### config.mk
export PLATFORM = sky130hd
export DESIGN_NAME = prc_blend
export DESIGN_NICKNAME = d
export VERILOG_FILES = /design/src/hw/rtl/prc_pkg.sv /design/src/hw/rtl/prc_blend.sv
export SDC_FILE = /design/constraint.sdc
export NUM_CORES = 1
export LEC_CHECK = 0
export ABC_AREA = 1
export BUFFER_PORTS_ARGS = -buffer_cell sky130_fd_sc_hd__buf_2
export CAP_MARGIN = 20
export CORE_ASPECT_RATIO = 0.5
export CORE_MARGIN = 2
export CORE_UTILIZATION = 65
export CTS_CLUSTER_DIAMETER = 50
export CTS_CLUSTER_SIZE = 8
export DETAILED_ROUTE_END_ITERATION = 10
export PLACE_DENSITY_LB_ADDON = 0.15
export SETUP_SLACK_MARGIN = 0.4
export SLEW_MARGIN = 0
export SYNTH_ARGS = -nofsm -noshare
export SYNTH_HDL_FRONTEND = slang
export SYNTH_SLANG_ARGS = --single-unit
### constraint.sdc
create_clock -name i_clk -period 9.1 [get_ports i_clk]
set_input_delay 1.82 -clock i_clk [delete_from_list [all_inputs] [get_ports i_clk]]
set_output_delay 1.82 -clock i_clk [all_outputs]
set_load 0.1 [all_outputs]
### src/hw/rtl/prc_pkg.sv
// prc_pkg: shared types, widths and register indexes for the pixel color replace block.
// No dependencies; every module of the block imports it.

package prc_pkg;

    // configuration port
    localparam int CFG_IDX_W  = 3;
    localparam int CFG_DATA_W = 24;

    localparam logic [CFG_IDX_W-1:0] CFG_KEY_COLOR    = 3'd0;
    localparam logic [CFG_IDX_W-1:0] CFG_NEW_COLOR    = 3'd1;
    localparam logic [CFG_IDX_W-1:0] CFG_MATCH_RADIUS = 3'd2;
    localparam logic [CFG_IDX_W-1:0] CFG_SOFT_BLEND   = 3'd3;
    localparam logic [CFG_IDX_W-1:0] CFG_BYPASS       = 3'd4;

    // datapath widths
    localparam int CH_W    = 8;
    localparam int COLOR_W = 3 * CH_W;
    localparam int RAD_W   = 9;
    localparam int DIFF_W  = CH_W + 1;
    localparam int SQ_W    = 2 * CH_W;
    localparam int DIST_W  = SQ_W + 2;          // sum of three squares
    localparam int FRAC_W  = 16;                // blend factor fraction bits
    localparam int P_W     = FRAC_W + 1;        // factor 0..1.0 inclusive
    localparam int ROOT_W  = (DIST_W + 2 * FRAC_W + 1) / 2;
    localparam int REM_W   = ROOT_W + 3;
    localparam int SQRT_STEPS = ROOT_W;         // one root bit per stage
    localparam int DIV_STEPS  = P_W;            // one quotient bit per stage
    localparam int PROD_W  = P_W + 1 + DIFF_W;
    localparam int NUM_W   = PROD_W + 1;

    localparam logic [P_W-1:0] P_ONE = P_W'(1) << FRAC_W;

    typedef struct packed {
        logic [CH_W-1:0] in_red;
        logic [CH_W-1:0] in_green;
        logic [CH_W-1:0] in_blue;
        logic [CH_W-1:0] in_alpha;
    } t_in_word;

    typedef struct packed {
        logic [CH_W-1:0] out_red;
        logic [CH_W-1:0] out_green;
        logic [CH_W-1:0] out_blue;
        logic [CH_W-1:0] out_alpha;
    } t_out_word;

    // what travels beside the arithmetic down the pipe
    typedef struct packed {
        logic     hard;     // replace with target color
        logic     blend;    // blend toward target by distance
        t_in_word pix;
    } t_side;

endpackage

### src/hw/rtl/prc_blend.sv
// prc_blend: factor times channel difference, then add target and select the result word.
// Depends on prc_pkg. Last stage is the output register.

module prc_blend
    import prc_pkg::*;
(
    input  logic               i_clk,
    input  logic               i_rst_n,
    input  logic               i_adv,
    input  logic               i_valid,
    input  t_side              i_side,
    input  logic [P_W-1:0]     i_p,
    input  logic [COLOR_W-1:0] i_new_color,
    output logic               o_valid,
    output t_out_word          o_word
);

    function automatic logic signed [PROD_W-1:0] scale(
        input logic [P_W-1:0]  p,
        input logic [CH_W-1:0] c,
        input logic [CH_W-1:0] t
    );
        logic signed [DIFF_W-1:0] diff;
        diff  = $signed({1'b0, c}) - $signed({1'b0, t});
        scale = $signed({1'b0, p}) * diff;
    endfunction

    function automatic logic [CH_W-1:0] finish(
        input logic signed [PROD_W-1:0] prod,
        input logic [CH_W-1:0]          t
    );
        logic signed [NUM_W-1:0] num;
        num = $signed({{(NUM_W-CH_W-FRAC_W){1'b0}}, t, {FRAC_W{1'b0}}})
            + $signed({{(NUM_W-PROD_W){prod[PROD_W-1]}}, prod});
        finish = num[NUM_W-1] ? '0 : num[FRAC_W +: CH_W];
    endfunction

    logic                     r_v1;
    t_side                    r_side1;
    logic signed [PROD_W-1:0] r_prod_r, r_prod_g, r_prod_b;

    logic                     r_valid;
    t_out_word                r_word;
    t_out_word                n_word;

    logic [CH_W-1:0] w_tr, w_tg, w_tb;

    assign w_tr = i_new_color[23:16];
    assign w_tg = i_new_color[15:8];
    assign w_tb = i_new_color[7:0];

    always_comb begin
        n_word.out_alpha = r_side1.pix.in_alpha;
        if (r_side1.blend) begin
            n_word.out_red   = finish(r_prod_r, w_tr);
            n_word.out_green = finish(r_prod_g, w_tg);
            n_word.out_blue  = finish(r_prod_b, w_tb);
        end else if (r_side1.hard) begin
            n_word.out_red   = w_tr;
            n_word.out_green = w_tg;
            n_word.out_blue  = w_tb;
        end else begin
            n_word.out_red   = r_side1.pix.in_red;
            n_word.out_green = r_side1.pix.in_green;
            n_word.out_blue  = r_side1.pix.in_blue;
        end
    end

    always_ff @(posedge i_clk) begin
        if (!i_rst_n) begin
            r_v1    <= 1'b0;
            r_valid <= 1'b0;
        end else if (i_adv) begin
            r_v1    <= i_valid;
            r_valid <= r_v1;
        end
    end

    always_ff @(posedge i_clk) begin
        if (i_adv) begin
            r_side1  <= i_side;
            r_prod_r <= scale(i_p, i_side.pix.in_red, w_tr);
            r_prod_g <= scale(i_p, i_side.pix.in_green, w_tg);
            r_prod_b <= scale(i_p, i_side.pix.in_blue, w_tb);
            r_word   <= n_word;
        end
    end

    assign o_valid = r_valid;
    assign o_word  = r_word;

endmodule

==> results.md <==
* Status: finished clean
* Grt total ovfl at 0
* Top-Level Pins at approximately 110
* Fillers at 2565
* Final ANT Viol Nets at 0
* CTS Sinks at ~100
* Top-count cell post-synth: nand2_1
* Clock tree buffer depth at 2
* Net count after synthesis at 3123
* Cts hold-fix bufs at 0
* First-pass GRT wire length at roughly 90000 um
* FP Rows at between 40 and 50
* DR pass1 iterations at 6
* DRC at 0
* Syn avg cell area at roughly 8.2 um2
* 1st-iter DRT viols at around 1700
* Arrival @ worst endpoint at 7.70 ns
* Top cell type's share of synthesized area at between 30% and 40%
* Setup crit start kind: input pin
* Nets at 3179
* CP required at ~9.2 ns
* All-Layer GR Usage at around 36%
* GPL Wtd Cong at approximately 1
* Clock-pin slew on the worst setup and hold paths at approximately 0.08 ns
* Initial Util at between 60% and 70%
* Slew margin rel. at between 30% and 40%
* Clk root buf: clkbuf_16
* Clk_lat worst skew at between 0.3 and 0.4 ns
* Vias in the first global route at 16710
* Initial antenna violation count at 0
* Ys flop type: edfxtp_1
* Syn Inst Count at 2474
* Final Max Slew Viols at 0
* Area Overhead vs Synth at 5.511%
* WS Path Type: in2reg
* Sum of negative setup slack at 0 ns
* FFs w/ async S/R, synth at 0%
* Chip width at approximately 250 um
* Worst reg2reg path depth at 9
* WL final at around 57000 um
* CP most frequent cell: nand2_1
* R2R setup slack at 6.78 ns
* Vias per cell at between 5 and 6
* RSZ-0062 raised after global routing: no
* CP max FO at 15
* Die ar. at between 30000 and 40000 um2
* Synthesis-stage register bit count at approximately 100
* Layout cells sized above 1 at under 10%
* CP endpoint kind: flop
* Fin Hold WS at about 0.42 ns
* HP Class: reg2reg
* Final Hold Vio Count at 0
* Synth cell count leaders: nand2_1 (545), inv_1 (428), nor2_1 (362)
* Final Util at 70.18%
* Core area at 30520 um2
* Largest net degree at the start of global routing at 74
* Post-CTS resize count at 0
* HPWL Detailed at 45660 um
* Slowest-stage cell, CP: fa_1
* Largest stage delay, worst path at 0.54 ns
* Min cycle time layout at between 7 and 8 ns
* Yosys top cell by area: fa_1
* Post-Synthesis Cell Area at just over 20000 um2
* Postcts setup bufs at 0
* Slew @ Worst Pin at approximately 0.94 ns
* Vias at around 17000
* Multi-input logic area at 15300 um2
* Yosys Warn Count at 0
* Port bufs at roughly 110
* Final Cycle Share at between 80 and 90%
* EDFF count, synth at between 90 and 100
* Top post-synthesis cells by area: fa_1 (32%), ha_1 (15%), edfxtp_1 (15%), nand2_1 (10%), inv_1 (7.9%)
* CTS tree: yes
* Count of cell types in the netlist at 39
* WL/cell at 19.16 um
* # setup viols final at 0
* Cts bufs inserted at 9
* Hold Path Depth at 0
* Clk_skew at approximately 0.02 ns
* Seq. cell area at approximately 3000 um2
* Max_cap viols at 0
* Fmax at 0.1323 GHz
* Die H at 129.0 um
* H-tree levels at 3
* Register area share after synthesis at 14.84%
[cell type report]
type,instances,share of cell area [%]
clock buffers,9,1.052
well taps,423,2.471
multi-input cells,1864,71.43
diodes,1,0.01168
clock inverters,7,0.4206
flip-flops and latches,101,14.07
repair buffers,121,2.956
inverters,433,7.589
[metrics by stage]
stage / instance area [um2] / std cells / setup slack (ns)
2_1_floorplan: 20300 / 2474 / 2.064
3_3_place_gp: 21100 / 2942 / 1.289
3_5_place_dp: 21100 / 2942 / 1.167
4_1_cts: 21410 / 2958 / 1.569
5_1_grt: 21410 / 2958 / 1.112
6_report: 21420 / 2959 / 1.543
[cell usage in the layout (no fill, tap or decap), types with 3 or more instances in the layout]
master / Yosys / layout
a21o_1: 6 / 6
buf_2: 7 / 110
o21ai_0: 55 / 55
a21oi_1: 86 / 86
nand3_1: 70 / 70
a31o_2: 3 / 3
xor2_1: 17 / 17
xnor2_1: 14 / 14
or2_4: 5 / 5
buf_4: 12 / 11
o211ai_1: 19 / 19
nand2_1: 545 / 545
inv_6: 0 / 3
clkinv_1: 3 / 3
o21ai_2: 9 / 9
nand2_2: 4 / 4
fa_1: 321 / 321
nor4_1: 5 / 5
o21bai_1: 15 / 15
o21a_1: 8 / 8
a31oi_1: 9 / 9
inv_1: 428 / 428
clkbuf_16: 0 / 9
nor3_1: 25 / 25
a21boi_0: 4 / 4
or2_2: 3 / 3
a221oi_1: 3 / 3
nor2_1: 362 / 362
ha_1: 249 / 249
nand4_1: 19 / 19
edfxtp_1: 99 / 99
[sequential cells by signal, indices dropped and copies added (netlist names)]
signal,flops
r_prod_r,11
r_side1,26
r_prod_b,11
r_prod_g,11
n_word,8
o_word,32
o_valid,1
r_v1,1
[layer usage]
metal | vias up | global-route usage (%) | part of all wire (%)
met5 | - | 0 | 0
met4 | 0 | 8.097 | 1.8
met3 | 107 | 12.28 | 14
met2 | 940 | 51.94 | 40
met1 | 8108 | 53.76 | 44
li1 | 7811 | - | -
[logic make-up (layout without fill, tap and decap cells)]
family	after synthesis	count (layout)	share of synthesized area (%)
AOI/OAI and AO/OA	218	218	6.361
xor gates and xnor gates	33	33	1.498
adders and majority gates	570	570	47.01
buffers and inverters	509	570	9.789
DFF	101	101	14.84
other	0	1	0
and+or+nand+nor	1043	1043	20.50
[path summary, 6_finish.rpt]
path / start / endpoint
hold reg to reg: n_word[2] / o_word[2]
hold / removal: n_word[2] / o_word[2]
setup reg to reg: r_prod_g[20] / o_word[18]
setup / recovery: i_side[8] / r_prod_b[20]
[worst max-delay path: cells and delay by family]
family / cells / cell delay [ns]
AO/OA/AOI/OAI: 4 / 0.84
buffers and inverters: 6 / 0.52
AND/OR/NAND/NOR: 11 / 1.20
adder cells (fa/ha/maj): 8 / 3.31
Power is left out: the tool's default activity adds up to more than one toggle a clock period on the data nets, which glitch-free logic cannot reach.
