## src/hw/rtl/prc_pkg.sv

```systemverilog
// prc_pkg: shared types, widths and register indexes for the pixel color replace block.
// No dependencies; every module of the block imports it.

package prc_pkg;

    // configuration port
    localparam int CFG_IDX_W  = 3;
    localparam int CFG_DATA_W = 24;

    localparam logic [CFG_IDX_W-1:0] CFG_KEY_COLOR    = 3'd0;
    localparam logic [CFG_IDX_W-1:0] CFG_NEW_COLOR    = 3'd1;
    localparam logic [CFG_IDX_W-1:0] CFG_MATCH_RADIUS = 3'd2;
    localparam logic [CFG_IDX_W-1:0] CFG_SOFT_BLEND   = 3'd3;
    localparam logic [CFG_IDX_W-1:0] CFG_BYPASS       = 3'd4;

    // datapath widths
    localparam int CH_W    = 8;
    localparam int COLOR_W = 3 * CH_W;
    localparam int RAD_W   = 9;
    localparam int DIFF_W  = CH_W + 1;
    localparam int SQ_W    = 2 * CH_W;
    localparam int DIST_W  = SQ_W + 2;          // sum of three squares
    localparam int FRAC_W  = 16;                // blend factor fraction bits
    localparam int P_W     = FRAC_W + 1;        // factor 0..1.0 inclusive
    localparam int ROOT_W  = (DIST_W + 2 * FRAC_W + 1) / 2;
    localparam int REM_W   = ROOT_W + 3;
    localparam int SQRT_STEPS = ROOT_W;         // one root bit per stage
    localparam int DIV_STEPS  = P_W;            // one quotient bit per stage
    localparam int PROD_W  = P_W + 1 + DIFF_W;
    localparam int NUM_W   = PROD_W + 1;

    localparam logic [P_W-1:0] P_ONE = P_W'(1) << FRAC_W;

    typedef struct packed {
        logic [CH_W-1:0] in_red;
        logic [CH_W-1:0] in_green;
        logic [CH_W-1:0] in_blue;
        logic [CH_W-1:0] in_alpha;
    } t_in_word;

    typedef struct packed {
        logic [CH_W-1:0] out_red;
        logic [CH_W-1:0] out_green;
        logic [CH_W-1:0] out_blue;
        logic [CH_W-1:0] out_alpha;
    } t_out_word;

    // what travels beside the arithmetic down the pipe
    typedef struct packed {
        logic     hard;     // replace with target color
        logic     blend;    // blend toward target by distance
        t_in_word pix;
    } t_side;

endpackage

```

## src/hw/rtl/prc_div.sv

```systemverilog
// prc_div: pipelined restoring divide of the root by the match radius, one quotient bit per stage.
// Depends on prc_pkg.

module prc_div
    import prc_pkg::*;
(
    input  logic              i_clk,
    input  logic              i_rst_n,
    input  logic              i_adv,
    input  logic              i_valid,
    input  t_side             i_side,
    input  logic [ROOT_W-1:0] i_root,
    input  logic [RAD_W-1:0]  i_match_radius,
    output logic              o_valid,
    output t_side             o_side,
    output logic [P_W-1:0]    o_p
);

    logic             r_valid [DIV_STEPS];
    t_side            r_side  [DIV_STEPS];
    logic [P_W-1:0]   r_src   [DIV_STEPS];   // dividend bits still to shift in
    logic [RAD_W-1:0] r_rem   [DIV_STEPS];
    logic [P_W-1:0]   r_q     [DIV_STEPS];

    logic [P_W-1:0]   n_src [DIV_STEPS];
    logic [RAD_W-1:0] n_rem [DIV_STEPS];
    logic [P_W-1:0]   n_q   [DIV_STEPS];

    always_comb begin
        logic [P_W-1:0]   v_src, v_q;
        logic [RAD_W-1:0] v_rem;
        logic [RAD_W:0]   v_acc;
        for (int k = 0; k < DIV_STEPS; k++) begin
            if (k == 0) begin
                // root <= radius * 2^16, so the top bits are already below the radius
                v_src = i_root[P_W-1:0];
                v_rem = {{(RAD_W-ROOT_W+P_W){1'b0}}, i_root[ROOT_W-1:P_W]};
                v_q   = '0;
            end else begin
                v_src = r_src[k-1];
                v_rem = r_rem[k-1];
                v_q   = r_q[k-1];
            end
            v_acc    = {v_rem, v_src[P_W-1]};
            n_src[k] = {v_src[P_W-2:0], 1'b0};
            if (v_acc >= {1'b0, i_match_radius}) begin
                n_rem[k] = RAD_W'(v_acc - {1'b0, i_match_radius});
                n_q[k]   = {v_q[P_W-2:0], 1'b1};
            end else begin
                n_rem[k] = v_acc[RAD_W-1:0];
                n_q[k]   = {v_q[P_W-2:0], 1'b0};
            end
        end
    end

    always_ff @(posedge i_clk) begin
        if (!i_rst_n) begin
            for (int k = 0; k < DIV_STEPS; k++) begin
                r_valid[k] <= 1'b0;
            end
        end else if (i_adv) begin
            for (int k = 0; k < DIV_STEPS; k++) begin
                r_valid[k] <= (k == 0) ? i_valid : r_valid[k-1];
            end
        end
    end

    always_ff @(posedge i_clk) begin
        if (i_adv) begin
            for (int k = 0; k < DIV_STEPS; k++) begin
                r_side[k] <= (k == 0) ? i_side : r_side[k-1];
                r_src[k]  <= n_src[k];
                r_rem[k]  <= n_rem[k];
                r_q[k]    <= n_q[k];
            end
        end
    end

    assign o_valid = r_valid[DIV_STEPS-1];
    assign o_side  = r_side[DIV_STEPS-1];
    assign o_p     = r_q[DIV_STEPS-1];

    a_p_range: assert property (@(posedge i_clk) disable iff (!i_rst_n)
        (r_valid[DIV_STEPS-1] && r_side[DIV_STEPS-1].blend) |-> r_q[DIV_STEPS-1] <= P_ONE)
        else $error("blend factor above one");

    a_rem_range: assert property (@(posedge i_clk) disable iff (!i_rst_n)
        (r_valid[DIV_STEPS-1] && r_side[DIV_STEPS-1].blend) |->
            r_rem[DIV_STEPS-1] < i_match_radius)
        else $error("divide remainder not below radius");

endmodule

```

## config.mk

```make
export PLATFORM = sky130hd
export DESIGN_NAME = prc_div
export DESIGN_NICKNAME = d
export VERILOG_FILES = /design/src/hw/rtl/prc_pkg.sv /design/src/hw/rtl/prc_div.sv
export SDC_FILE = /design/constraint.sdc
export NUM_CORES = 1
export LEC_CHECK = 0
export ABC_AREA = 1
export ABC_CLOCK_PERIOD_IN_PS = 2600
export BUFFER_PORTS_ARGS = -buffer_cell sky130_fd_sc_hd__buf_2
export CAP_MARGIN = 0
export CORE_MARGIN = 3
export CORE_UTILIZATION = 55
export DETAILED_ROUTE_END_ITERATION = 6
export PLACE_DENSITY = 0.76
export SYNTH_ARGS = -nofsm -noshare
export SYNTH_HDL_FRONTEND = slang
export SYNTH_SLANG_ARGS = --single-unit
```

## constraint.sdc

```tcl
create_clock -name i_clk -period 2.6 [get_ports i_clk]
set_clock_uncertainty 0.1 [all_clocks]
set_input_delay 0.52 -clock i_clk [delete_from_list [all_inputs] [get_ports i_clk]]
set_output_delay 0.52 -clock i_clk [all_outputs]
set_load 0.02 [all_outputs]
```

==> run metrics <==
hold path endpoint r_valid[0][0]; synthesized cell area around 42,000 sq um; Die Y between 200 and 300 um; VDD IR max just under 0.0006 V; Critical Path Sink Type flop; initial antenna violation count 0; Total Routing Usage GR approximately 18%; CTS tree built; Reg2Reg Depth 12; die span in x ~280 um; number of synthesized register bits 1,028; Starting Density ~56%; status finished, final reports clean; post-DP HPWL between 40,000 and 50,000 um; LEAKAGE a little under 20 nW; first-pass GRT wire length approximately 110,000 um; Worst R2R Setup Slack around 500 ps; Pint 34.0 mW; Synth Net Count approximately 3,300; DRC 0; Antenna Nets Post-Route 0; largest net degree at the start of global routing 116; worst setup margin 495 ps; core footprint approximately 75,000 sq um; cts repair resizes 0; gr ovfl total 0; Post-Route WL 69,300 um; CTS sink cnt 1,028; synthesized netlist cell count 3,043; Reg-to-Reg Start r_src[0][239]; H-Tree Depth 3; combinational share of power between 20% and 30%; Top Ports 124; Worst Max-Slew Pin Slew 684 ps; hold path depth 3; switching part of the total power ~30%; worst path arrival time ~2400 ps; r2r endpoint r_rem[0][143]; hold_ws about 51 ps; Area Growth Syn to Fin 15.4%; Routed WL per cell ~16 um; max-slew violation count 0; Final Critical Period ~2100 ps; nets@finish 3,607; share of cells above drive strength 1 15.8%; vias per cell between 5 and 6; min-delay src i_valid; sequential share of the synthesized area between 70% and 80%; Netlist cell types 29; IO buf count 123; total CTS buffers 100; clk slew on worst S/H paths approximately 70 ps; Clk pwr share 29.8%; Clock Latency Late Sink 660 ps; Worst EP required 2890 ps; Clock Path Buffers 3; endpoints failing setup 0; CTS root buf clkbuf_16; row cnt 100; Max Clock Freq ~0.48 GHz; routed vias between 20,000 and 25,000; setup TNS 0 ps; DRT iter0 DRCs roughly 1,500; Hold Fails Final Rpt 0; crit path from r_src[0][239]; RSZ-0062 raised after global routing no; Switch Pwr 14.4 mW; Worst slew margin 54.3%; Syn Area/Cell 13.7 sq um; crit start category flop; die area just under 80,000 sq um; Setup Crit Path Kind flop to flop; Min-Delay Path Class input pin to flop; ANT cells 0; share of the clock period used by the worst path 80.9%; Reg power frac 45.7%; post-place setup slack between 100 and 150 ps; max cap viols 0; critical path fanouts, max 3; vias in the first global route 22,000; RD Place Congestion about 0.87; Power Density between 1000 and 1500 nW/um^2; Synth warnings 0; Layout fillers between 5,000 and 6,000; drt first pass iters 5
[cell usage in the layout (no fill, tap or decap), types with 15 or more instances in the layout]
master,count
fa_2,15
a21oi_1,70
nand4_1,33
clkbuf_1,20
nand3_1,278
buf_12,25
clkbuf_16,101
clkinv_1,29
edfxtp_1,1028
nand2_4,19
nor2_1,65
dlygate4sd3_1,50
nand2_1,763
inv_1,329
buf_4,81
xor2_1,47
nand2_2,88
ha_1,150
nor3_1,15
buf_2,122
[registers in the layout, indices dropped and copies added (netlist names)]
name,cells
r_valid,17
r_rem,144
r_src,136
r_side,578
r_q,153
[cell families after synthesis]
kind of cell               after synthesis  share of synthesized area [%]
and+or+nand+nor                       1312                           14.4
adders and majority gates              169                           5.36
DFF                                   1028                           74.0
xor gates and xnor gates                48                           1.01
AOI/OAI and AO/OA                       81                           1.03
buffers and inverters                  405                           4.13
[cells in the mapped netlist, drive strengths merged]
master,n,area [sq um]
edfxtp,1028,30900
nand2,877,3760
inv,338,1270
nand3,278,1390
ha,153,1910
nor2,87,422
a21oi,76,403
buf,57,414
xor2,47,412
nand4,33,206
fa,16,320
nor3,15,75.1
clkinv,9,33.8
nand3b,8,60.1
and2,7,61.3
or2,7,43.8
o21ai,4,20.0
a21boi,1,7.51
clkbuf,1,3.75
xnor2,1,8.76
[cell type report]
cell class | instances | area, sq um | share of cell area (%)
clock buffer | 121 | 2600 | 5.41
clock inverter | 57 | 713 | 1.48
inverter | 347 | 1310 | 2.71
multi-input combinational | 1610 | 9190 | 19.1
sequential | 1028 | 30900 | 64.1
tap | 969 | 1210 | 2.52
timing repair buffer | 279 | 2230 | 4.64
[critical path, cell delays in order, from the launching register on]
cell	delay, ps
edfxtp_1	470
inv_1	90
ha_1	130
inv_1	60
fa_2	410
nand3_1	80
nand3_1	120
nand2_1	100
nand2_1	50
nand2_1	60
nand2_1	70
nand2_2	60
nand2_2	40
[power by group through the flow]
stage                     sequential (mW)  combinational [mW]  clock, mW
after CTS                            22.1                11.8       14.9
after global placement               22.4                11.4          0
final                                22.1                11.8       14.4
after global routing                 22.3                13.6       15.5
after floorplan                      21.9                9.08          0
after detailed placement             22.4                11.7          0
[metal layers]
| metal | GRT usage, % | up-vias | share of wire [%] |
|---|---|---|---|
| li1 | - | 11200 | - |
| met1 | 24.7 | 10300 | 46 |
| met2 | 29.3 | 435 | 47 |
| met3 | 3.38 | 134 | 4.8 |
| met4 | 5.96 | 0 | 2.7 |
| met5 | 0 | - | 0 |
[worst max-delay path by stage]
stage,endpoint,cells after the start
floorplan,r_rem[0][25],8
global placement,r_rem[0][46],12
detailed placement,r_rem[0][89],12
CTS,r_rem[0][143],10
global route,r_rem[0][143],12
finish,r_rem[0][143],12
[through the flow]
stage / cells / util [%] / area, sq um / total power, mW
finish: 4411 / 64.3 / 48100 / 48.4
global route: 4411 / 64.3 / 48100 / 51.4
CTS: 4411 / 64.3 / 48100 / 48.8
detailed placement: 4183 / 59.2 / 44300 / 34.1
global placement: 4183 / 59.2 / 44300 / 33.8
floorplan: 3043 / - / 41800 / 31.0
[repair_timing]
action / CTS / global route
hold endpoints to repair: 50 / 0
buffers inserted: 0 / 0
hold buffers: 50 / 0
Note: power is estimated with default switching activity, not from simulation.
