--- config.mk ---
export PLATFORM = sky130hd
export DESIGN_NAME = prc_sqrt
export DESIGN_NICKNAME = d
export VERILOG_FILES = /design/src/hw/rtl/prc_pkg.sv /design/src/hw/rtl/prc_sqrt.sv
export SDC_FILE = /design/constraint.sdc
export NUM_CORES = 2
export LEC_CHECK = 0
export ABC_AREA = 0
export BUFFER_PORTS_ARGS = -buffer_cell sky130_fd_sc_hd__buf_2
export CORE_ASPECT_RATIO = 0.6
export CORE_MARGIN = 1
export CORE_UTILIZATION = 30
export CTS_BUF_LIST = sky130_fd_sc_hd__clkbuf_4
export DETAILED_ROUTE_END_ITERATION = 12
export MAX_ROUTING_LAYER = met4
export PLACE_DENSITY = 0.51
export SLEW_MARGIN = 20
export SYNTH_ARGS = -nofsm -noshare
export SYNTH_HDL_FRONTEND = slang
export SYNTH_SLANG_ARGS = --single-unit
--- constraint.sdc ---
create_clock -name i_clk -period 4.8 [get_ports i_clk]
set_input_delay 0.96 -clock i_clk [delete_from_list [all_inputs] [get_ports i_clk]]
set_output_delay 0.96 -clock i_clk [all_outputs]
set_load 0.1 [all_outputs]
--- src/hw/rtl/prc_pkg.sv ---
// prc_pkg: shared types, widths and register indexes for the pixel color replace block.
// No dependencies; every module of the block imports it.

package prc_pkg;

    // configuration port
    localparam int CFG_IDX_W  = 3;
    localparam int CFG_DATA_W = 24;

    localparam logic [CFG_IDX_W-1:0] CFG_KEY_COLOR    = 3'd0;
    localparam logic [CFG_IDX_W-1:0] CFG_NEW_COLOR    = 3'd1;
    localparam logic [CFG_IDX_W-1:0] CFG_MATCH_RADIUS = 3'd2;
    localparam logic [CFG_IDX_W-1:0] CFG_SOFT_BLEND   = 3'd3;
    localparam logic [CFG_IDX_W-1:0] CFG_BYPASS       = 3'd4;

    // datapath widths
    localparam int CH_W    = 8;
    localparam int COLOR_W = 3 * CH_W;
    localparam int RAD_W   = 9;
    localparam int DIFF_W  = CH_W + 1;
    localparam int SQ_W    = 2 * CH_W;
    localparam int DIST_W  = SQ_W + 2;          // sum of three squares
    localparam int FRAC_W  = 16;                // blend factor fraction bits
    localparam int P_W     = FRAC_W + 1;        // factor 0..1.0 inclusive
    localparam int ROOT_W  = (DIST_W + 2 * FRAC_W + 1) / 2;
    localparam int REM_W   = ROOT_W + 3;
    localparam int SQRT_STEPS = ROOT_W;         // one root bit per stage
    localparam int DIV_STEPS  = P_W;            // one quotient bit per stage
    localparam int PROD_W  = P_W + 1 + DIFF_W;
    localparam int NUM_W   = PROD_W + 1;

    localparam logic [P_W-1:0] P_ONE = P_W'(1) << FRAC_W;

    typedef struct packed {
        logic [CH_W-1:0] in_red;
        logic [CH_W-1:0] in_green;
        logic [CH_W-1:0] in_blue;
        logic [CH_W-1:0] in_alpha;
    } t_in_word;

    typedef struct packed {
        logic [CH_W-1:0] out_red;
        logic [CH_W-1:0] out_green;
        logic [CH_W-1:0] out_blue;
        logic [CH_W-1:0] out_alpha;
    } t_out_word;

    // what travels beside the arithmetic down the pipe
    typedef struct packed {
        logic     hard;     // replace with target color
        logic     blend;    // blend toward target by distance
        t_in_word pix;
    } t_side;

endpackage

--- src/hw/rtl/prc_sqrt.sv ---
// prc_sqrt: pipelined integer square root of dist2 * 2^32, one root bit per stage.
// Depends on prc_pkg.

module prc_sqrt
    import prc_pkg::*;
(
    input  logic              i_clk,
    input  logic              i_rst_n,
    input  logic              i_adv,
    input  logic              i_valid,
    input  t_side             i_side,
    input  logic [DIST_W-1:0] i_dist2,
    output logic              o_valid,
    output t_side             o_side,
    output logic [ROOT_W-1:0] o_root
);

    logic              r_valid [SQRT_STEPS];
    t_side             r_side  [SQRT_STEPS];
    logic [DIST_W-1:0] r_src   [SQRT_STEPS];   // operand pairs still to feed, msb first
    logic [REM_W-1:0]  r_rem   [SQRT_STEPS];
    logic [ROOT_W-1:0] r_root  [SQRT_STEPS];

    logic [DIST_W-1:0] n_src  [SQRT_STEPS];
    logic [REM_W-1:0]  n_rem  [SQRT_STEPS];
    logic [ROOT_W-1:0] n_root [SQRT_STEPS];

    always_comb begin
        logic [DIST_W-1:0] v_src;
        logic [REM_W-1:0]  v_rem, v_acc, v_trial;
        logic [ROOT_W-1:0] v_root;
        for (int k = 0; k < SQRT_STEPS; k++) begin
            if (k == 0) begin
                v_src  = i_dist2;
                v_rem  = '0;
                v_root = '0;
            end else begin
                v_src  = r_src[k-1];
                v_rem  = r_rem[k-1];
                v_root = r_root[k-1];
            end
            // low 32 operand bits are zero, so pairs run dry after the dist2 bits
            v_acc   = {v_rem[REM_W-3:0], v_src[DIST_W-1 -: 2]};
            v_trial = {{(REM_W-ROOT_W-2){1'b0}}, v_root, 2'b01};
            n_src[k] = {v_src[DIST_W-3:0], 2'b00};
            if (v_acc >= v_trial) begin
                n_rem[k]  = v_acc - v_trial;
                n_root[k] = {v_root[ROOT_W-2:0], 1'b1};
            end else begin
                n_rem[k]  = v_acc;
                n_root[k] = {v_root[ROOT_W-2:0], 1'b0};
            end
        end
    end

    always_ff @(posedge i_clk) begin
        if (!i_rst_n) begin
            for (int k = 0; k < SQRT_STEPS; k++) begin
                r_valid[k] <= 1'b0;
            end
        end else if (i_adv) begin
            for (int k = 0; k < SQRT_STEPS; k++) begin
                r_valid[k] <= (k == 0) ? i_valid : r_valid[k-1];
            end
        end
    end

    always_ff @(posedge i_clk) begin
        if (i_adv) begin
            for (int k = 0; k < SQRT_STEPS; k++) begin
                r_side[k] <= (k == 0) ? i_side : r_side[k-1];
                r_src[k]  <= n_src[k];
                r_rem[k]  <= n_rem[k];
                r_root[k] <= n_root[k];
            end
        end
    end

    assign o_valid = r_valid[SQRT_STEPS-1];
    assign o_side  = r_side[SQRT_STEPS-1];
    assign o_root  = r_root[SQRT_STEPS-1];

    // restoring square root leaves remainder no larger than twice the root
    a_rem_bound: assert property (@(posedge i_clk) disable iff (!i_rst_n)
        r_valid[SQRT_STEPS-1] |->
            r_rem[SQRT_STEPS-1] <= {{(REM_W-ROOT_W-1){1'b0}}, r_root[SQRT_STEPS-1], 1'b0})
        else $error("square root remainder out of range");

endmodule

==> flow_summary.yaml <==
synth:
  synth_fa_ha_area_frac: 0.0559
  yosysTopAreaCellShare: 0.718
  ys_seq_area_frac: 0.718
  synth_top_family_by_area: "simple AND/OR/NAND/NOR gates"
  synth_compound_area_frac: 0.0711
  ys.flop_type: "edfxtp_1"
  avgSynthCellArea_sq_um: 14.8
  synthXorXnorAreaFrac: 0.0504
  synth_simple_gate_area_share: 0.0755
  synth_top_area_cell: "edfxtp_1"
  synth.mux.area_fraction: 0.00579
  synth_seq_cells: 1846
  synth.most_common_cell: "edfxtp_1"
  syn_inst: 5233
  synth_commonest_cells: "edfxtp_1 (1845), inv_1 (410), nand2_1 (347)"
  synth_edf_count: 1845
  ys_warn_count: 0
  synth.area.top_cells: "edfxtp_1 (72%), ha_1 (5.2%), xnor2_1 (2.6%)"
  ys_types: 82
  netlist_area_sq_um: 77200
  async_reset_ff_frac: 0
  synthesis.nets: 5625
floorplan:
  core_sq_um: 254000
  placementRows: 143
  die_y_microns: 395
  io_pins: 116
  die_x_microns: 657
  start_util: 0.303
  dieArea_sq_um: 259000
route:
  ant_nets: 0
  wl_per_cell_microns: 15.3
  drt_iter0_markers: 3508
  wirelength_microns: 147000
  vias: 42400
  firstDrtPassIters: 6
  viasPerCell: 4.42
  drc_errors: 0
clocking:
  cts-hold-fix-buffers: 54
  cts_setup_buffers: 0
  cts_num_sinks: 1846
  htreeDepth: 5
  cts-root-buf: "clkbuf_4"
  cts_tree: "yes"
  cts_buffers: 452
  cts_resized: 0
  path_clk_slew_ns: 0.07
  clk_path_buf_depth: 4
  worstSkewPairLatency_ns: 1.26
cells_and_area:
  multi_input_area_sq_um: 20000
  syn2layout_area_growth_pct: 14.9
  fin_area_sq_um: 88700
  num-fill-cells: 24600
  seq_area_sq_um: 55400
  final_nets: 6237
  layout-drive-gt1-share: 0.153
  fin_util: 0.349
setup_path:
  path_class: "reg2reg"
  critPathArrivalTime_ns: 5.22
  crit_family: "compound AO/OA/AOI/OAI gates"
  worstPathRequired_ns: 5.57
  worst-path-buf-inv: 2
  slowest_delay_ns: 0.65
  path_cells: "inv_1 > fa_1 > a21oi_1 > o21ai_0 > a31oi_1 > nor3_1 > a311oi_4 > buf_12 > o21ai_0"
  end_kind: "register"
  cpMaxStageDelayCell: "fa_1"
  crit_top_cell: "o21ai_0"
  worst-path-max-fanout: 33
  critPathLaunchType: "register"
sta:
  finalCritPeriodShare: 0.926
  relSlewSlack: 0.212
  period_minus_slack_ns: 4.45
  setup_viol: 0
  rsz0062_at_grt: "false"
  fmax_ghz: 0.225
  finClkSkew_ns: 0.139
  final_max_slew_viol_count: 0
  final_hold_viol_count: 0
  holdWs_ns: 0.241
  fin_setup_tns_ns: 0
  fin_ws_ns: 0.353
  tightest_slew_ns: 1.18
place:
  dp_hpwl_microns: 97000
  placed_area_sq_um: 82500
  portBuffers: 115
  place_ws_ns: 0.636
  gp_congestion: 0.845
power:
  pwr-share-comb: 0.143
  p_int_uw: 28600
  seq_power_share: 0.528
  p_sw_uw: 10600
  vdd.ir_drop.worst_uv: 172
  p_leak_uw: 0.0331
  clkPwrFrac: 0.329
  swShare: 0.271
  p_per_area_nw_per_um2: 442
global_route:
  grt_start_max_net_pins: 193
  grt_first_pass_wirelength_microns: 233000
  grt_use_total: 0.115
  gr-total-overflow: 0
  first_global_vias: 41900
  antenna_found_initial: 8
min_path:
  hold_path.class: "in2reg"
run_status:
  status: "finished, final reports clean"
flow_run:
  drv_cap: 0
[final cells by class]
type / count / area share
diodes: 6 / 0.000169
multi-input cells: 2909 / 0.226
well taps: 3407 / 0.0480
repair buffers: 223 / 0.0200
clock inverters: 144 / 0.00886
inverters: 413 / 0.0175
flip-flops and latches: 1846 / 0.625
clock buffers: 652 / 0.0552
[cells by family after synthesis]
group | after synthesis
DFF | 1846
and+or+nand+nor | 1182
AOI/OAI and AO/OA | 906
buffers and inverters | 478
xor gates and xnor gates | 444
adders and majority gates | 336
muxes | 40
other | 1
[layer usage]
metal  track usage  routed length, microns
met3        0.0280                    8950
met1         0.185                   82600
met2         0.132                   51100
met5             -                       0
met4        0.0424                    3890
[power by group through the flow]
stage,logic (uW),registers (uW),clock network (uW)
CTS,5550,20700,13700
finish,5590,20700,12900
global placement,5390,21000,0
floorplan,3750,20800,0
global route,6250,20900,14400
detailed placement,5480,21000,0
[final timing paths]
path	from	to	slack, ns	cells after the start
min	i_adv	r_side[0][0]	0.24	1
max reg2reg	r_root[1][51]	r_rem[2][88]	0.35	9
min reg2reg	r_side[2][129]	r_side[3][27]	0.36	0
max	r_root[1][51]	r_rem[2][88]	0.35	9
[stage by stage]
stage / instances / total power (uW)
after global placement: 8744 / 26400
after floorplan: 5233 / 24600
after detailed placement: 8744 / 26500
after global routing: 9600 / 41500
after CTS: 9594 / 39900
final: 9600 / 39200
[state kept, by name, indices dropped and copies added, names as in the netlist]
signal   flops
r_side     850
r_src       72
r_valid     25
r_rem      574
r_root     325
[worst register-to-register path, stage by stage (launching register included)]
cell      delay [ns]
edfxtp_1        0.57
inv_1           0.16
fa_1            0.65
a21oi_1         0.31
o21ai_0         0.18
a31oi_1         0.60
nor3_1          0.30
a311oi_4        0.56
buf_12          0.25
o21ai_0         0.42
[cell usage in the layout (no fill, tap or decap), drive strengths merged, types with 42 or more instances in the layout]
master          n
or3            45
o21a           55
a21o           96
clkbuf        652
xor2          217
nor2          262
nor3          134
edfxtp       1845
nand2         347
xnor2         227
a21oi         297
o21bai         42
o21ai         262
clkinv        122
nand3          58
dlygate4sd3    54
buf           169
ha            321
nand2b         68
nor4           66
inv           425
(Power assumes the default switching activity.)
