==> config.mk <==
export PLATFORM = sky130hd
export DESIGN_NAME = prc_dist
export DESIGN_NICKNAME = d
export VERILOG_FILES = /design/src/hw/rtl/prc_pkg.sv /design/src/hw/rtl/prc_dist.sv
export SDC_FILE = /design/constraint.sdc
export NUM_CORES = 1
export LEC_CHECK = 0
export BUFFER_PORTS_ARGS = -buffer_cell sky130_fd_sc_hd__buf_2
export CORE_ASPECT_RATIO = 1.75
export CORE_MARGIN = 5
export CORE_UTILIZATION = 41
export CTS_CLUSTER_SIZE = 12
export DETAILED_ROUTE_END_ITERATION = 16
export PLACE_DENSITY = 0.68
export SYNTH_ARGS = -nofsm -noshare
export SYNTH_HDL_FRONTEND = slang
export SYNTH_SLANG_ARGS = --single-unit
==> constraint.sdc <==
create_clock -name i_clk -period 11.3 [get_ports i_clk]
set_clock_uncertainty 0.15 [all_clocks]
set_input_delay 2.825 -clock i_clk [delete_from_list [all_inputs] [get_ports i_clk]]
set_output_delay 2.825 -clock i_clk [all_outputs]
set_load 0.02 [all_outputs]
==> src/hw/rtl/prc_pkg.sv <==
// prc_pkg: shared types, widths and register indexes for the pixel color replace block.
// No dependencies; every module of the block imports it.

package prc_pkg;

    // configuration port
    localparam int CFG_IDX_W  = 3;
    localparam int CFG_DATA_W = 24;

    localparam logic [CFG_IDX_W-1:0] CFG_KEY_COLOR    = 3'd0;
    localparam logic [CFG_IDX_W-1:0] CFG_NEW_COLOR    = 3'd1;
    localparam logic [CFG_IDX_W-1:0] CFG_MATCH_RADIUS = 3'd2;
    localparam logic [CFG_IDX_W-1:0] CFG_SOFT_BLEND   = 3'd3;
    localparam logic [CFG_IDX_W-1:0] CFG_BYPASS       = 3'd4;

    // datapath widths
    localparam int CH_W    = 8;
    localparam int COLOR_W = 3 * CH_W;
    localparam int RAD_W   = 9;
    localparam int DIFF_W  = CH_W + 1;
    localparam int SQ_W    = 2 * CH_W;
    localparam int DIST_W  = SQ_W + 2;          // sum of three squares
    localparam int FRAC_W  = 16;                // blend factor fraction bits
    localparam int P_W     = FRAC_W + 1;        // factor 0..1.0 inclusive
    localparam int ROOT_W  = (DIST_W + 2 * FRAC_W + 1) / 2;
    localparam int REM_W   = ROOT_W + 3;
    localparam int SQRT_STEPS = ROOT_W;         // one root bit per stage
    localparam int DIV_STEPS  = P_W;            // one quotient bit per stage
    localparam int PROD_W  = P_W + 1 + DIFF_W;
    localparam int NUM_W   = PROD_W + 1;

    localparam logic [P_W-1:0] P_ONE = P_W'(1) << FRAC_W;

    typedef struct packed {
        logic [CH_W-1:0] in_red;
        logic [CH_W-1:0] in_green;
        logic [CH_W-1:0] in_blue;
        logic [CH_W-1:0] in_alpha;
    } t_in_word;

    typedef struct packed {
        logic [CH_W-1:0] out_red;
        logic [CH_W-1:0] out_green;
        logic [CH_W-1:0] out_blue;
        logic [CH_W-1:0] out_alpha;
    } t_out_word;

    // what travels beside the arithmetic down the pipe
    typedef struct packed {
        logic     hard;     // replace with target color
        logic     blend;    // blend toward target by distance
        t_in_word pix;
    } t_side;

endpackage

==> src/hw/rtl/prc_dist.sv <==
// prc_dist: two stages, squared channel distances to the key color, then sum and radius test.
// Depends on prc_pkg.

module prc_dist
    import prc_pkg::*;
(
    input  logic               i_clk,
    input  logic               i_rst_n,
    input  logic               i_adv,
    input  logic               i_valid,
    input  t_in_word           i_word,
    input  logic [COLOR_W-1:0] i_key_color,
    input  logic [RAD_W-1:0]   i_match_radius,
    input  logic               i_soft_blend,
    input  logic               i_bypass,
    output logic               o_valid,
    output t_side              o_side,
    output logic [DIST_W-1:0]  o_dist2
);

    logic signed [DIFF_W-1:0]   w_rd, w_gd, w_bd;
    logic signed [2*DIFF_W-1:0] w_rsq, w_gsq, w_bsq;
    logic [DIST_W-1:0]          w_sum, w_rad2;
    logic                       w_match, w_rad_zero;

    logic            r_v1;
    t_in_word        r_pix1;
    logic [SQ_W-1:0] r_sq_r, r_sq_g, r_sq_b;

    logic              r_v2;
    t_side             r_side2;
    logic [DIST_W-1:0] r_dist2;

    assign w_rd = $signed({1'b0, i_word.in_red})   - $signed({1'b0, i_key_color[23:16]});
    assign w_gd = $signed({1'b0, i_word.in_green}) - $signed({1'b0, i_key_color[15:8]});
    assign w_bd = $signed({1'b0, i_word.in_blue})  - $signed({1'b0, i_key_color[7:0]});

    assign w_rsq = w_rd * w_rd;
    assign w_gsq = w_gd * w_gd;
    assign w_bsq = w_bd * w_bd;

    assign w_sum = {2'b00, r_sq_r} + {2'b00, r_sq_g} + {2'b00, r_sq_b};
    assign w_rad2 = {{(DIST_W-RAD_W){1'b0}}, i_match_radius}
                  * {{(DIST_W-RAD_W){1'b0}}, i_match_radius};
    assign w_match    = (w_sum <= w_rad2);
    assign w_rad_zero = (i_match_radius == '0);

    always_ff @(posedge i_clk) begin
        if (!i_rst_n) begin
            r_v1 <= 1'b0;
            r_v2 <= 1'b0;
        end else if (i_adv) begin
            r_v1 <= i_valid;
            r_v2 <= r_v1;
        end
    end

    always_ff @(posedge i_clk) begin
        if (i_adv) begin
            r_pix1 <= i_word;
            r_sq_r <= w_rsq[SQ_W-1:0];
            r_sq_g <= w_gsq[SQ_W-1:0];
            r_sq_b <= w_bsq[SQ_W-1:0];

            r_side2.pix   <= r_pix1;
            // radius zero only matches the exact key and always replaces outright
            r_side2.hard  <= !i_bypass && w_match && (!i_soft_blend || w_rad_zero);
            r_side2.blend <= !i_bypass && w_match && i_soft_blend && !w_rad_zero;
            r_dist2       <= w_sum;
        end
    end

    assign o_valid = r_v2;
    assign o_side  = r_side2;
    assign o_dist2 = r_dist2;

    a_mode_excl: assert property (@(posedge i_clk) disable iff (!i_rst_n)
        r_v2 |-> !(r_side2.hard && r_side2.blend))
        else $error("hard and soft replace both set");

endmodule

==> impl_metrics.py, run 1 <==
metrics = {
    "run_status": {
        "status": "finished clean",
    },
    "synth": {
        "syn_area_per_cell_um2": 10.4,
        "ys_seq_elements": 131,
        "synth_top_area_share_pct": 27.4,
        "yosys_warnings": 0,
        "netlist_instances": 1495,
        "synth_area_um2": 15500,
        "synth-main-ff-cell": "edfxtp_1",
        "async_reset_ff_share_pct": 0,
        "synth-edff-count": 129,
        "synth.area.top_cells": "fa_1 27%, edfxtp_1 25%, ha_1 15%, inv_1 7.9%, xnor2_1 4.5%",
        "synth_cell_type_count": 61,
        "synth_top_area_cell": "fa_1",
        "synth_seq_area_share_pct": 25.3,
    },
    "floorplan": {
        "die_y_um": 267,
        "die_x_um": 157,
        "rows": 94,
        "ioPinCount": 124,
        "initial_utilization_pct": 41.3,
        "fp.dieArea_um2": 41900,
        "core_area_um2": 37500,
    },
    "critical_path": {
        "cp_max_fo": 9,
        "cp-start-kind": "input port",
        "rr_endpoint": "o_side[33]$_DFFE_PP_",
        "cp_slowest_cell": "fa_1",
        "required_ps": 11330,
        "reg2reg_slack_ps": 6780,
        "crit_path_max_incr_delay_ps": 550,
        "critPathKind": "input port to register",
        "crit-reg2reg-launch": "r_sq_b[4]$_DFFE_PP_",
        "crit_start": "i_word[16]",
        "cpMostUsedCell": "fa_1",
        "endpoint_kind": "register",
        "reg2reg_depth": 15,
        "crit_end": "r_sq_g[15]$_DFFE_PP_",
        "cp_data_arrival_time_ps": 9510,
    },
    "route": {
        "firstDrtPassIters": 4,
        "vias_per_cell": 4.95,
        "antenna_left": 0,
        "routed_wl_mm": 32.1,
        "drt-initial-drc-count": 364,
        "drc_errors": 0,
        "wl_per_cell_um": 15.1,
        "num_vias": 10500,
    },
    "clocking": {
        "htree_num_levels": 4,
        "clock_sinks": 131,
        "cts_root_buffer": "clkbuf_16",
        "path_clk_slew_ps": 70,
        "cts_hold_buf": 0,
        "insertion_delay_ps": 430,
        "cts_inserted_buffers": 17,
        "cts_setup_buffers": 0,
        "cts_resized": 0,
        "cts_tree": "yes",
        "cts_max_path_buffers": 2,
    },
    "sta": {
        "min_period_ps": 9480,
        "rsz0062_at_grt": "no",
        "tightest_slew_ps": 1020,
        "tns_ps": 0,
        "hold_violations": 0,
        "slew_headroom_pct": 31.8,
        "period_share_pct": 83.9,
        "setup_viol": 0,
        "slew_viol_final": 0,
        "max_freq_mhz": 105,
    },
    "final_layout": {
        "drive_gt1_share_pct": 11.9,
        "fin_util_pct": 46.0,
        "syn2layout_area_growth_pct": 11.4,
        "final_common_cell": "inv_1",
        "fin_nets": 2097,
        "final_cell_mix": "327 x inv_1, 212 x fa_1, 190 x ha_1",
    },
    "place": {
        "dpl.hpwl_mm": 27.8,
        "io_buffers": 123,
        "routabilityCongestion": 0.877,
    },
    "worst_hold_path": {
        "min-delay-start": "r_pix1[11]$_DFFE_PP_",
        "hp-class": "register to register",
        "hold-path-cell-count": 0,
    },
    "grt": {
        "grtUsageTotal_pct": 16.0,
        "grt_pass1_vias": 11700,
        "grt_pass1_wl_mm": 54.0,
        "antenna_found_initial": 0,
        "grt_max_degree": 72,
        "grt-ovfl-total": 0,
    },
    "run": {
        "max_cap_violations": 0,
    },
}
stage by stage:
step	setup WS, ps	area [um^2]	hold WS (ps)	std cells
floorplan	2090	15500	250	1496
global placement	1670	16700	252	2085
detailed placement	1420	16700	255	2085
CTS	1900	17300	270	2117
global route	1440	17300	271	2117
finish	1820	17300	269	2118
final cells by class:
class                      count  area [um^2]
antenna                        1         2.50
clock buffer                  17          425
clock inverter                15          159
fill                        3524        20300
inverter                     332         1250
multi-input combinational   1015        10300
sequential                   131         3910
tap                          480          601
timing repair buffer         127          652
cell families (layout without fill, tap and decap cells):
logic type,count (synthesis),count (layout),synth area share (%)
buf+inv,350,491,8.54
simple gates,340,340,10.1
xor+xnor,105,105,5.99
other cells,2,4,0.0485
compound gates,160,160,6.96
flops,131,131,25.3
fa+ha+maj,402,402,42.8
mux,5,5,0.323
worst max-delay path: cells and delay by family:
family	cells	cell delay [ps]
buffers and inverters	7	560
AOI/OAI and AO/OA	7	1520
xor gates and xnor gates	1	150
and+or+nand+nor	5	1020
adders and majority gates	8	3400
routing by layer:
layer / vias up / GRT usage [%] / share of wire (%)
li1: 5007 / - / -
met1: 5246 / 15.6 / 34
met2: 165 / 32.6 / 60
met3: 63 / 1.65 / 2.1
met4: 0 / 7.68 / 4.4
met5: - / 0 / 0
flip-flops by register name, indices dropped and copies added, names as in the netlist:
| name | count |
|---|---|
| o_side | 34 |
| r_pix1 | 32 |
| o_dist2 | 18 |
| r_sq_b | 15 |
| r_sq_g | 15 |
| r_sq_r | 15 |
| o_valid | 1 |
| r_v1 | 1 |
cell usage after synthesis, types with 2 or more instances:
master	instances
o21ai_0	29
nand2_1	86
a21boi_0	4
o211ai_1	3
nand3_1	8
o2111ai_1	3
nor3b_1	3
a2111o_1	2
xnor2_1	80
conb_1	2
and2_1	28
fa_1	212
dfxtp_1	2
nor2b_1	12
or3_1	5
a21oi_2	6
o211a_1	2
buf_1	2
inv_1	327
ha_1	190
a21oi_1	52
o21a_1	10
mux2i_1	5
o21bai_1	7
nor2_1	133
buf_2	4
inv_2	4
nand4_1	3
or2_2	15
nand2b_1	19
clkbuf_1	11
nor3_1	14
edfxtp_1	129
and3_1	3
a31oi_1	3
a21o_1	19
o41ai_1	4
nand3b_1	3
a31o_2	2
nor4_1	5
xor2_1	24
worst min-delay path by stage:
stage	to
final	o_side[11]$_DFFE_PP_
after global routing	o_side[11]$_DFFE_PP_
after CTS	o_side[11]$_DFFE_PP_
after detailed placement	o_side[20]$_DFFE_PP_
after global placement	o_side[6]$_DFFE_PP_
after floorplan	o_side[0]$_DFFE_PP_
Power of run 1 is left out: the tool's default activity adds up to more than one toggle a clock period on the data nets, which glitch-free logic cannot reach.
==> run 2: changes to the inputs <==
ABC_AREA = 1   (was default)
PLACE_DENSITY = 0.7   (was 0.68)
clock period = 8.2 ns   (was 11.3 ns; I/O delays follow)
==> run 2 against run 1 <==
Net effect:
- register-to-register slack got worse by 2400 ps
- core utilization about the same
- cell area rose by 4.1%
- cell count is 13% higher
- via count increased by 12%
- non-clock buffer count up 1
- setup slack worse by 1100 ps
- global-route usage rose by 0.40 points
- largest cell class unchanged
==> impl_metrics.py, run 2 <==
metrics = {
    "run_status": {
        "status": "finished clean",
    },
    "final_layout": {
        "fin_nets": 2371,
        "fin_area_um2": 18000,
        "syn2layout_area_growth_pct": 11.2,
        "final_cell_mix": "427 x inv_1, 275 x nand2_1, 212 x fa_1",
        "final_cells": 2401,
        "largest_reg_flops": 34,
        "drive_gt1_share_pct": 11.9,
        "final_common_cell": "inv_1",
        "antenna_cells": 0,
    },
    "clocking": {
        "path_clk_slew_ps": 80,
        "clock_sinks": 131,
        "cts_root_buffer": "clkbuf_16",
        "insertion_delay_ps": 460,
        "cts_setup_buffers": 0,
        "cts_max_path_buffers": 2,
        "cts_tree": "yes",
        "htree_num_levels": 4,
        "cts_resized": 0,
        "cts_hold_buf": 0,
        "cts_inserted_buffers": 17,
    },
    "synth": {
        "synth-main-ff-cell": "edfxtp_1",
        "netlist_instances": 1767,
        "synth_most_common_cell": "inv_1",
        "synth_top_area_share_pct": 26.3,
        "synth_seq_area_share_pct": 24.2,
        "ys_seq_elements": 131,
        "synth_top_area_cell": "fa_1",
        "synth.area.top_cells": "fa_1 26%, edfxtp_1 24%, ha_1 15%, inv_1 9.9%, nand2_1 6.4%",
        "synth_common_cells": "427 x inv_1, 275 x nand2_1, 212 x fa_1",
        "synth-edff-count": 129,
        "yosys_warnings": 0,
        "synth_cell_type_count": 43,
        "synth_area_um2": 16100,
        "async_reset_ff_share_pct": 0,
        "syn_area_per_cell_um2": 9.14,
    },
    "sta": {
        "period_share_pct": 91.6,
        "max_freq_mhz": 133,
        "slew_headroom_pct": 35.8,
        "setup_viol": 0,
        "tightest_slew_ps": 963,
        "hold_violations": 0,
        "min_period_ps": 7510,
        "slew_viol_final": 0,
        "rsz0062_at_grt": "no",
        "tns_ps": 0,
    },
    "place": {
        "dp.cells": 2369,
        "dpl.hpwl_mm": 29.6,
        "io_buffers": 123,
        "post_dp_cell_area_um2": 17400,
        "routabilityCongestion": 0.886,
    },
    "floorplan": {
        "die_x_um": 160,
        "initial_utilization_pct": 41.4,
        "fp.dieArea_um2": 43600,
        "core_area_um2": 39000,
        "ioPinCount": 124,
        "die_y_um": 273,
        "rows": 96,
    },
    "worst_hold_path": {
        "hp-class": "register to register",
    },
    "critical_path": {
        "crit_path_max_incr_delay_ps": 520,
        "cp_slowest_cell": "fa_1",
        "endpoint_kind": "register",
        "cp_top_family": "adder cells",
        "cp-start-kind": "input port",
        "cp_data_arrival_time_ps": 7560,
        "cp_max_fo": 9,
        "cp.buffers_inverters": 8,
        "cpMostUsedCell": "nand2_1",
        "required_ps": 8250,
        "critPathKind": "input port to register",
    },
    "route": {
        "wl_per_cell_um": 14.3,
        "routed_wl_mm": 34.3,
        "drt-initial-drc-count": 453,
        "antenna_left": 0,
        "vias_per_cell": 4.89,
        "firstDrtPassIters": 5,
        "drc_errors": 0,
        "num_vias": 11700,
    },
    "grt": {
        "grt_pass1_wl_mm": 58.4,
        "antenna_found_initial": 0,
        "grt_max_degree": 80,
        "grtUsageTotal_pct": 16.4,
        "grt-ovfl-total": 0,
        "grt_pass1_vias": 13100,
    },
    "run": {
        "max_cap_violations": 0,
    },
}
[run 2: cell count changes in the layout (fill, tap and decap cells not counted), moves of 11 or more]
cell      delta
nand2b_1    -19
inv_1      +100
inv_2       +19
a21oi_1     +24
nand2_1    +189
xnor2_1     -55
nand3_1     +61
xor2_1      +20
nor2_1      +11
and2_1      -28
nand2_2     +13
a21o_1      -12
or2_2       -12
nor2b_1     -12
[run 2: area by class of cell]
cell class | instances | area (um^2)
Tap cell | 490 | 613
Sequential cell | 131 | 3910
Timing Repair Buffer | 128 | 656
Fill cell | 3674 | 21100
Clock buffer | 17 | 425
Multi-Input combinational cell | 1170 | 10500
Inverter | 450 | 1690
Clock inverter | 15 | 178
[run 2: stage by stage]
stage | hold slack [ps] | setup WS (ps) | utilization (%)
after CTS | 259 | 712 | 46.0
after floorplan | 250 | 777 | -
after detailed placement | 255 | 245 | 44.4
after global routing | 271 | 227 | 46.0
after global placement | 250 | 409 | 44.4
final | 258 | 692 | 46.0
[run 2: worst register-to-register path: stages, from the launching register on]
cell       delay, ps
edfxtp_1         460
fa_1             480
ha_1             330
a21oi_1          190
o21ai_1          100
a21oi_1          250
or2_2            180
nand3b_1          70
nand2_1           70
inv_1             70
ha_1             300
nand4_1          200
nor2_1           190
o2111ai_1        130
nand3_1          100
nand2_1          110
nand2_1          150
nor2_1            50
[run 2: path summary, 6_finish.rpt]
kind / from / to / slack [ps] / depth (start not counted)
max: i_word[24] / r_sq_r[12]$_DFFE_PP_ / 690 / 30
min: r_pix1[11]$_DFFE_PP_ / o_side[11]$_DFFE_PP_ / 260 / 0
max reg2reg: r_sq_g[4]$_DFFE_PP_ / o_side[33]$_DFFE_PP_ / 4340 / 17
min reg2reg: r_pix1[11]$_DFFE_PP_ / o_side[11]$_DFFE_PP_ / 260 / 0
[run 2: cell families (layout without fill, tap and decap cells)]
kind of cell / after synthesis / in the layout / synth area share (%)
other cells: 2 / 3 / 0.0465
fa+ha+maj: 402 / 402 / 41.0
simple gates: 554 / 554 / 14.8
xor+xnor: 73 / 73 / 4.29
compound gates: 138 / 138 / 4.76
flops: 131 / 131 / 24.2
buf+inv: 467 / 610 / 10.9
[run 2: metal layers]
metal  global-route usage [%]  wire length [um]  vias to the layer above
met5                        0                 0                        -
met4                     8.97              1710                        0
met3                     2.08               765                       88
met2                     34.4             20700                      186
met1                     14.7             11100                     5777
li1                         -                 -                     5693
Power of run 2 is left out for the same reason.
